[src/hdl/rcc_pkg.sv]
`timescale 1ns / 1ps
// ----------------------------------------------------------------------------
// rcc_pkg
// shared widths and stage-to-stage types for the rectangle/circle overlap test
// ----------------------------------------------------------------------------
package rcc_pkg;

  localparam int COORD_W = 24;               // signed Q15.8 coordinate
  localparam int RAD_W   = COORD_W - 1;      // unsigned Q15.8 radius
  localparam int DIFF_W  = COORD_W + 1;      // difference of two coordinates
  localparam int PROD_W  = 2 * DIFF_W;       // product of two differences
  localparam int SUM_W   = PROD_W + 1;       // signed dot / cross product
  localparam int MAG_W   = PROD_W;           // squared length, |cross|
  localparam int R2_W    = 2 * RAD_W;        // radius squared
  localparam int HALF_M  = MAG_W / 2;        // split point of magnitudes
  localparam int HALF_R  = R2_W / 2;         // split point of radius squared
  localparam int WIDE_W  = 2 * MAG_W;        // products of squares
  localparam int NCORN   = 4;

  // per-stage load enables
  typedef struct packed {
    logic s7;
    logic s6;
    logic s5;
    logic s4;
    logic s3;
    logic s2;
    logic s1;
  } rcc_ld_t;

  // sums of products, one set per corner / edge
  typedef struct packed {
    logic [NCORN-1:0][MAG_W-1:0] lw;    // |center - corner|^2
    logic [NCORN-1:0][MAG_W-1:0] a;     // |edge|^2
    logic [NCORN-1:0][SUM_W-1:0] proj;  // edge . (center - start)
    logic [NCORN-1:0][SUM_W-1:0] cr;    // edge x (center - start)
    logic [R2_W-1:0]             r2;
  } rcc_geom_t;

  // decisions after the narrow compares
  typedef struct packed {
    logic                        early;  // corner inside circle or center inside
    logic [NCORN-1:0]            mid;    // projection falls strictly inside edge
    logic [NCORN-1:0][MAG_W-1:0] crm;
    logic [NCORN-1:0][MAG_W-1:0] a;
    logic [R2_W-1:0]             r2;
  } rcc_cls_t;

endpackage

[src/hdl/rcc_classify.sv]
`timescale 1ns / 1ps
// ----------------------------------------------------------------------------
// rcc_classify
// stage 4: corner, center-inside and projection-range decisions
// ----------------------------------------------------------------------------
module rcc_classify (
  input  logic               clk,
  input  rcc_pkg::rcc_ld_t   ld,
  input  rcc_pkg::rcc_geom_t geom,
  output rcc_pkg::rcc_cls_t  cls
);

  logic [rcc_pkg::NCORN-1:0]                    corner;
  logic [rcc_pkg::NCORN-1:0]                    proj_pos;
  logic [rcc_pkg::NCORN-1:0]                    cr_pos;
  logic [rcc_pkg::NCORN-1:0]                    mid_next;
  logic [rcc_pkg::NCORN-1:0][rcc_pkg::SUM_W-1:0] cr_neg;
  logic [rcc_pkg::NCORN-1:0][rcc_pkg::MAG_W-1:0] crm_next;
  logic                                         ctr_in;

  always_comb begin
    for (int i = 0; i < rcc_pkg::NCORN; i++) begin
      corner[i]   = geom.lw[i] < rcc_pkg::MAG_W'(geom.r2);
      proj_pos[i] = !geom.proj[i][rcc_pkg::SUM_W-1] && (geom.proj[i] != '0);
      cr_pos[i]   = !geom.cr[i][rcc_pkg::SUM_W-1] && (geom.cr[i] != '0);
      // strictly between start and end of the edge
      mid_next[i] = proj_pos[i] && (geom.proj[i][rcc_pkg::MAG_W-1:0] < geom.a[i]);
      cr_neg[i]   = rcc_pkg::SUM_W'(0) - geom.cr[i];
      crm_next[i] = geom.cr[i][rcc_pkg::SUM_W-1] ? cr_neg[i][rcc_pkg::MAG_W-1:0]
                                                 : geom.cr[i][rcc_pkg::MAG_W-1:0];
    end
    // center on the inner side at corner 0 and corner 2
    ctr_in = cr_pos[0] && !geom.proj[0][rcc_pkg::SUM_W-1] &&
             cr_pos[2] && !geom.proj[2][rcc_pkg::SUM_W-1];
  end

  always_ff @(posedge clk) begin
    if (ld.s4) begin
      cls.early <= (|corner) || ctr_in;
      cls.mid   <= mid_next;
      cls.crm   <= crm_next;
      cls.a     <= geom.a;
      cls.r2    <= geom.r2;
    end
  end

endmodule

[config.mk]
export PLATFORM = sky130hd
export DESIGN_NAME = rcc_classify
export DESIGN_NICKNAME = d
export VERILOG_FILES = /design/src/hdl/rcc_pkg.sv /design/src/hdl/rcc_classify.sv
export SDC_FILE = /design/constraint.sdc
export NUM_CORES = 1
export LEC_CHECK = 0
export BUFFER_PORTS_ARGS = -buffer_cell sky130_fd_sc_hd__buf_4
export CAP_MARGIN = 20
export CORE_AREA = 5 5 503 505
export CTS_BUF_LIST = sky130_fd_sc_hd__clkbuf_8
export CTS_CLUSTER_DIAMETER = 60
export DETAILED_ROUTE_END_ITERATION = 8
export DIE_AREA = 0 0 508 510
export GPL_ROUTABILITY_DRIVEN = 0
export GPL_TIMING_DRIVEN = 0
export PLACE_DENSITY_LB_ADDON = 0.08
export SYNTH_ARGS = -nofsm -noshare
export SYNTH_HDL_FRONTEND = slang
export SYNTH_SLANG_ARGS = --single-unit
[constraint.sdc]
create_clock -name clk -period 4.1 [get_ports clk]
set_clock_uncertainty 0.2 [all_clocks]
set_input_delay 0.205 -clock clk [delete_from_list [all_inputs] [get_ports clk]]
set_output_delay 0.205 -clock clk [all_outputs]
set_load 0.02 [all_outputs]
==> metrics.csv, run 1 <==
metric,value,unit
synthesized area per cell,11.8,um2
HP Start,geom[198],
Setup CP Type,primary input to flip-flop,
final WL,198,mm
"EDFF count, synth",451,
1st-pass router iterations,4,
slew margin rel.,29.9,%
Largest register FFs,451,
Area Overhead vs Synth,103,%
Final min period,4.11,ns
Top Registers,cls: 451 flops,
I/O Buffers,1306,
Peak VDD IR,0.000263,V
Hold Path Cell Cnt,4,
H-tree levels,3,
top_reg_cell synth,edfxtp_1,
Die H,510,um
CTS Sinks,451,
Syn Std Cell Area,27000,um2
DP Wirelength,167,mm
total gr overflow,0,
Tot Pwr,0.0167,W
Rows,183,
Fin. Hold Viols,0,
Nets,6057,
Final Cycle Share,100,%
Non-Filler Instances,8282,
root buffer cell,clkbuf_8,
HP Class,primary input to flip-flop,
RSZ-0062 raised after global routing,false,
gr usage total,14.5,%
status,"finished, violations left",
first-pass GRT wire length,262,mm
sequential share of the synthesized area,50.2,%
leakage power,23.4,nW
pre-CTS setup slack,-0.304,ns
Post-Synthesis Cells,2279,
Crit. End Element,flip-flop,
largest net degree at the start of global routing,100,
WL/cell,23.9,um
Worst Max-Slew Pin Slew,1.04,ns
failing checks,setup timing,
Pwr per Cell Area,305,nW/um2
Setup WS post-layout,-0.0132,ns
layout cells sized above 1,30.4,%
Hold EP,cls[376],
synth warn,0,
CTS tree,yes,
Post-Route Setup TNS,-0.0324,ns
Biggest register,cls,
Slew Limit Fails,0,
DRC Markers,0,
boundary pin count,1313,
placed insts,6923,
final setup vio count,3,
crit start category,primary input,
register bit total from synthesis,451,
CP Data Required Time,4.48,ns
FMAX,243,MHz
vias in the first global route,31800,
Fill cells,27300,
most frequent cells in the layout,"buf_4, dlygate4sd3_1, edfxtp_1",
DR iter-0 viols,1100,
"most common cell after layout, fill and taps aside",buf_4,
Worst EP arrival,4.50,ns
CTS buffer count,118,
Clock Tree Buf Depth,3,
die footprint,259000,um2
Routed Antenna Nets,0,
max cap viols,0,
initial core utilization,10.9,%
asr flop ratio synth,0,%
Crit Path Max Fanout,3,
initial antenna violation count,117,
Core ar.,248000,um2
detailed-route via count,29100,
Unique masters post-synth,56,
vias per std cell,3.52,
Die X,508,um
clock-pin slew of the registers on the worst-case setup and hold paths,0.05,ns
Syn Nets,3521,
Final Util,22.1,%
==> area by class of cell <==
class                   instances  area (um2)  area share [%]
repair buffers               2416       21000            38.4
multi-input cells            1548       12400            22.7
clock inverters                95         776            1.42
flip-flops and latches        451       13500            24.8
inverters                     256         961            1.76
clock buffers                 118        1620            2.97
plain buffers                  24        90.1           0.165
diodes                         44         110           0.201
well taps                    3330        4170            7.62
==> routing by layer <==
| layer | track usage [%] | vias to the layer above | share of wire, % |
|---|---|---|---|
| met5 | 0 | - | 0.16 |
| met4 | 3.42 | 52 | 2.7 |
| met3 | 5.60 | 341 | 8.6 |
| met2 | 27.6 | 1094 | 52 |
| met1 | 15.0 | 13800 | 37 |
| li1 | - | 13900 | - |
==> critical path: stages <==
cell and delay [ns]:
dlygate4sd3_1 0.60, buf_4 0.15, inv_1 0.04, ha_1 0.30
nand4_1 0.10, or3_1 0.44, or4_1 0.64, o21a_1 0.21
dlygate4sd3_1 0.54, o211ai_1 0.08, dlygate4sd3_1 0.57, a21oi_1 0.04
dlygate4sd3_1 0.57
==> kinds of logic after synthesis <==
family	synth area share, %
DFF	50.2
and+or+nand+nor	10.0
xor gates and xnor gates	6.24
adders and majority gates	17.6
buffers and inverters	3.90
AOI/OAI and AO/OA	12.0
==> cell usage after synthesis, types with 2 or more instances <==
library cell	count	area share, %
and4_1	10	0.32
clkbuf_1	23	0.32
o221ai_1	2	0.065
nor4b_1	3	0.097
nand4_1	71	1.6
a21oi_1	109	2.0
nand2_1	103	1.4
a21o_1	94	2.6
a31oi_1	6	0.14
o41ai_1	28	0.91
nor4_1	76	1.8
xor2_1	10	0.32
and3_1	4	0.093
o2111ai_1	2	0.065
nand2b_1	17	0.39
nand4b_1	2	0.065
a2111oi_0	9	0.29
xnor2_1	182	5.9
nor2_1	38	0.53
o22ai_1	2	0.046
nor3_1	24	0.45
nand3_1	32	0.59
or2_2	9	0.21
inv_1	256	3.6
or3_4	3	0.13
nor2b_1	14	0.32
or3_1	31	0.72
or4_1	33	0.92
o21a_1	10	0.28
a21boi_0	2	0.056
edfxtp_1	451	50
ha_1	380	18
a211oi_1	16	0.45
o21bai_1	3	0.084
o21ai_0	120	2.2
nand3b_1	3	0.084
and2_1	2	0.046
a211o_1	4	0.13
or4_4	2	0.084
a221oi_1	4	0.13
o31ai_1	63	1.8
o211ai_1	12	0.33
==> through the flow <==
step | hold WS (ns) | instance area, um2
floorplan | 0.104 | 27000
global placement | 0.195 | 40900
detailed placement | 0.193 | 41100
CTS | 0.0108 | 54500
global route | 0.0478 | 54600
finish | 0.129 | 54700
==> how the worst max path moves through the flow <==
stage / startpoint / end / slack [ns]
final: geom[597] / cls[448] / -0.01
after global routing: geom[597] / cls[448] / 0.02
after CTS: geom[151] / cls[385] / 0.02
after detailed placement: geom[158] / cls[391] / -0.30
after global placement: ld[3] / cls[0] / -2.51
after floorplan: geom[186] / cls[450] / 1.11
==> report_power, final <==
group / total, W / switching (W) / internal [W]
logic: 0.00473 / 0.00235 / 0.00238
registers: 0.00570 / 0.000127 / 0.00558
clock network: 0.00623 / 0.00278 / 0.00345
==> repair_timing <==
item,CTS,global route
gates resized for setup,0,5
setup buffers,0,1
endpoints found under the hold margin,647,0
endpoints found under the setup margin,0,12
hold buffers,1101,0
Power figures use the tool's default switching activity.
==> run 2: changes to the inputs <==
ABC_AREA = 1   (was default)
CORE_AREA = 5 5 508 510   (was 5 5 503 505)
DIE_AREA = 0 0 513 515   (was 0 0 508 510)
==> run 2 against run 1 <==
Net effect: the run now ends clean; via count increased by 16%; critical path type unchanged; combinational power grew 2%; power up 2.7%; fmax increased by 5.2%.
==> metrics.csv, run 2 <==
metric,value,unit,change
Fin Hold WS,0.0966,ns,-0.0328 ns
Routed Antenna Nets,0,,unchanged
Pwr per Cell Area,296,nW/um2,-2.8%
initial antenna violation count,98,,-16%
Setup CP Type,primary input to flip-flop,,
clock-pin slew of the registers on the worst-case setup and hold paths,0.06,ns,about the same
root buffer cell,clkbuf_8,,
die footprint,264000,um2,+2.0%
Seq pwr share,33.3,%,-0.9 points
synth top area cells,"edfxtp_1, ha_1, nand2_1, inv_1, nor2_1",,
slew margin rel.,33.1,%,+3.3 points
Slew Limit Fails,0,,unchanged
Clock Tree Buf Depth,3,,unchanged
layout cells sized above 1,26.6,%,-3.8 points
"most common cell after layout, fill and taps aside",buf_4,,
DRC Markers,0,,unchanged
vias per std cell,3.59,,+2.2%
slowest CP cell,dlygate4sd3_1,,
pre-CTS setup slack,0.571,ns,+0.875 ns
Switching Power,0.00553,W,+5.2%
Biggest register,cls,,
total gr overflow,0,,unchanged
Nets,7112,,+17%
FMAX,256,MHz,+5.2%
final WL,213,mm,+7.6%
Final min period,3.91,ns,-0.204 ns
boundary pin count,1313,,unchanged
leakage power,26.2,nW,+12%
initial core utilization,12.0,%,+1.1 points
Area Overhead vs Synth,89.9,%,
"count leader, synth",nand2_1,,
Setup WS post-layout,0.191,ns,+0.204 ns
Clk pwr share,38.5,%,+1.1 points
"slowest stage delay, CP",0.57,ns,-0.07 ns
final setup vio count,0,,-3
Die X,513,um,+0.98%
CTS Sinks,451,,unchanged
first-pass GRT wire length,289,mm,+10%
Fin. Hold Viols,0,,unchanged
Rows,185,,+1.1%
"EDFF count, synth",451,,unchanged
sequential share of the synthesized area,44.5,%,-5.7 points
synth warn,0,,unchanged
post-layout instance area,57800,um2,+5.7%
Final Util,22.8,%,+0.77 points
Worst EP arrival,4.46,ns,-0.04 ns
1st-pass router iterations,5,,+1
DP Wirelength,184,mm,+10%
CTS buffer count,117,,-0.85%
post-CTS setup buffers,0,,unchanged
largest net degree at the start of global routing,94,,-6.0%
CP endpoint,cls[447],,
DR iter-0 viols,1349,,+23%
most frequent cells after synthesis,"nand2_1, inv_1, edfxtp_1, ha_1, nor2_1",,
status,completed,,
CTS tree,yes,,
Peak VDD IR,0.000401,V,+52%
worst path cell trace,"dlygate4sd3_1, buf_4, inv_1, ha_1, nor2_1, dlygate4sd3_1, nand3_1, dlygate4sd3_1, nor2_1, dlygate4sd3_1, nand2_1, dlygate4sd3_1, nor2_1, dlygate4sd3_1, nand2_1, nor2_1",,
HP Class,primary input to flip-flop,,
Top Registers,cls: 451 flops,,
gr usage total,15.5,%,+0.99 points
RSZ-0062 raised after global routing,false,,
critical path launch point,geom[553],,
Sw Ratio,32.3,%,+0.77 points
Yosys top cell area share,44.5,%,-5.7 points
Die H,515,um,+0.98%
Post-Synthesis Cells,3385,,+49%
Yosys top cell by area,edfxtp_1,,
top_reg_cell synth,edfxtp_1,,
asr flop ratio synth,0,%,unchanged
Final Cycle Share,95.3,%,-5.0 points
I/O Buffers,1305,,-0.077%
crit start category,primary input,,
Core ar.,253000,um2,+2.1%
cell area after placement,44600,um2,+8.5%
CP Data Required Time,4.65,ns,+0.17 ns
WL/cell,22.8,um,-4.9%
vias in the first global route,36800,,+15%
Comb pwr share,28.3,%,about the same
H-tree levels,3,,unchanged
cell internal pwr,0.0116,W,+1.6%
most frequent cells in the layout,"buf_4, dlygate4sd3_1, nand2_1",,
Largest register FFs,451,,unchanged
register bit total from synthesis,451,,unchanged
Syn Std Cell Area,30400,um2,+13%
detailed-route via count,33700,,+16%
Most Frequent Cell on Critical Path,dlygate4sd3_1,,
Worst Max-Slew Pin Slew,1.00,ns,-0.0399 ns
max cap viols,0,,unchanged
Crit Path Max Fanout,2,,-1
Tot Pwr,0.0171,W,+2.7%
synthesized area per cell,8.99,um2,-24%
Crit. End Element,flip-flop,,
Syn Nets,4627,,+31%
Unique masters post-synth,56,,unchanged
## run 2: cell count changes in the layout (fill, tap and decap cells not counted), moves of 20 or more
cell / delta
a21o_1: -89
a21oi_1: +59
dlygate4sd3_1: -45
inv_1: +277
nand2_1: +570
nand3_1: +123
nor2_1: +331
o21ai_0: -20
o31ai_1: -61
o41ai_1: -27
or3_1: -31
or4_1: -33
xnor2_1: -155
xor2_1: +131
## run 2: power groups by stage
| stage | registers [W] | clock network (W) | logic, W |
|---|---|---|---|
| after floorplan | 0.00630 | 0 | 0.00103 |
| after global placement | 0.00583 | 0 | 0.00397 |
| after detailed placement | 0.00579 | 0 | 0.00399 |
| after CTS | 0.00570 | 0.00697 | 0.00499 |
| after global routing | 0.00573 | 0.00715 | 0.00528 |
| final | 0.00569 | 0.00658 | 0.00484 |
## run 2: worst min path at each step
stage | startpoint | to | slack [ns] | cells after the start
6_report | geom[147] | cls[320] | 0.1 | 5
5_1_grt | ld[3] | cls[171] | 0.04 | 2
3_5_place_dp | geom[508] | cls[100] | 0.19 | 1
3_3_place_gp | geom[39] | cls[39] | 0.20 | 1
4_1_cts | ld[3] | cls[186] | 0.001 | 2
2_1_floorplan | geom[0] | cls[0] | 0.10 | 0
## run 2: area by class of cell
| class | count | area, um2 |
|---|---|---|
| multi-input combinational | 2357 | 14700 |
| clock inverter | 101 | 921 |
| inverter | 553 | 2080 |
| buffer | 24 | 100 |
| timing repair buffer | 2366 | 20500 |
| fill | 28200 | 195000 |
| antenna | 35 | 87.6 |
| sequential | 451 | 13500 |
| tap | 3366 | 4210 |
| clock buffer | 118 | 1620 |
## run 2: metal layers
metal / up-vias / GRT usage (%) / wire (um)
met1: 15700 / 15.6 / 76700
li1: 16500 / - / -
met3: 343 / 5.62 / 17000
met5: - / 0 / 267
met4: 40 / 4.07 / 6170
met2: 1096 / 30.0 / 113000
## run 2: through the flow
stage | TNS [ns] | cells
floorplan | 0 | 3385
global route | 0 | 9359
finish | 0 | 9371
detailed placement | 0 | 8062
CTS | 0 | 9337
global placement | -1018.32 | 8056
## run 2: timing repair
item                                    in CTS  in global routing
resized for setup                            0                  1
endpoints found under the setup margin       0                  1
hold buffers                              1056                  0
endpoints found under the hold margin      636                  0
## run 2: worst max-delay path: cells and delay by family
kind,cells,cell delay (ns)
adders and majority gates,1,0.16
buffers and inverters,8,3.55
and+or+nand+nor,7,0.55
## run 2: kinds of logic after synthesis
kind of cell	after synthesis	share of synthesized area [%]
buffers and inverters	577	7.15
adder cells (fa/ha/maj)	380	15.6
AND/OR/NAND/NOR	1475	21.8
XOR/XNOR	168	4.84
flip-flops	451	44.5
AO/OA/AOI/OAI	334	6.09
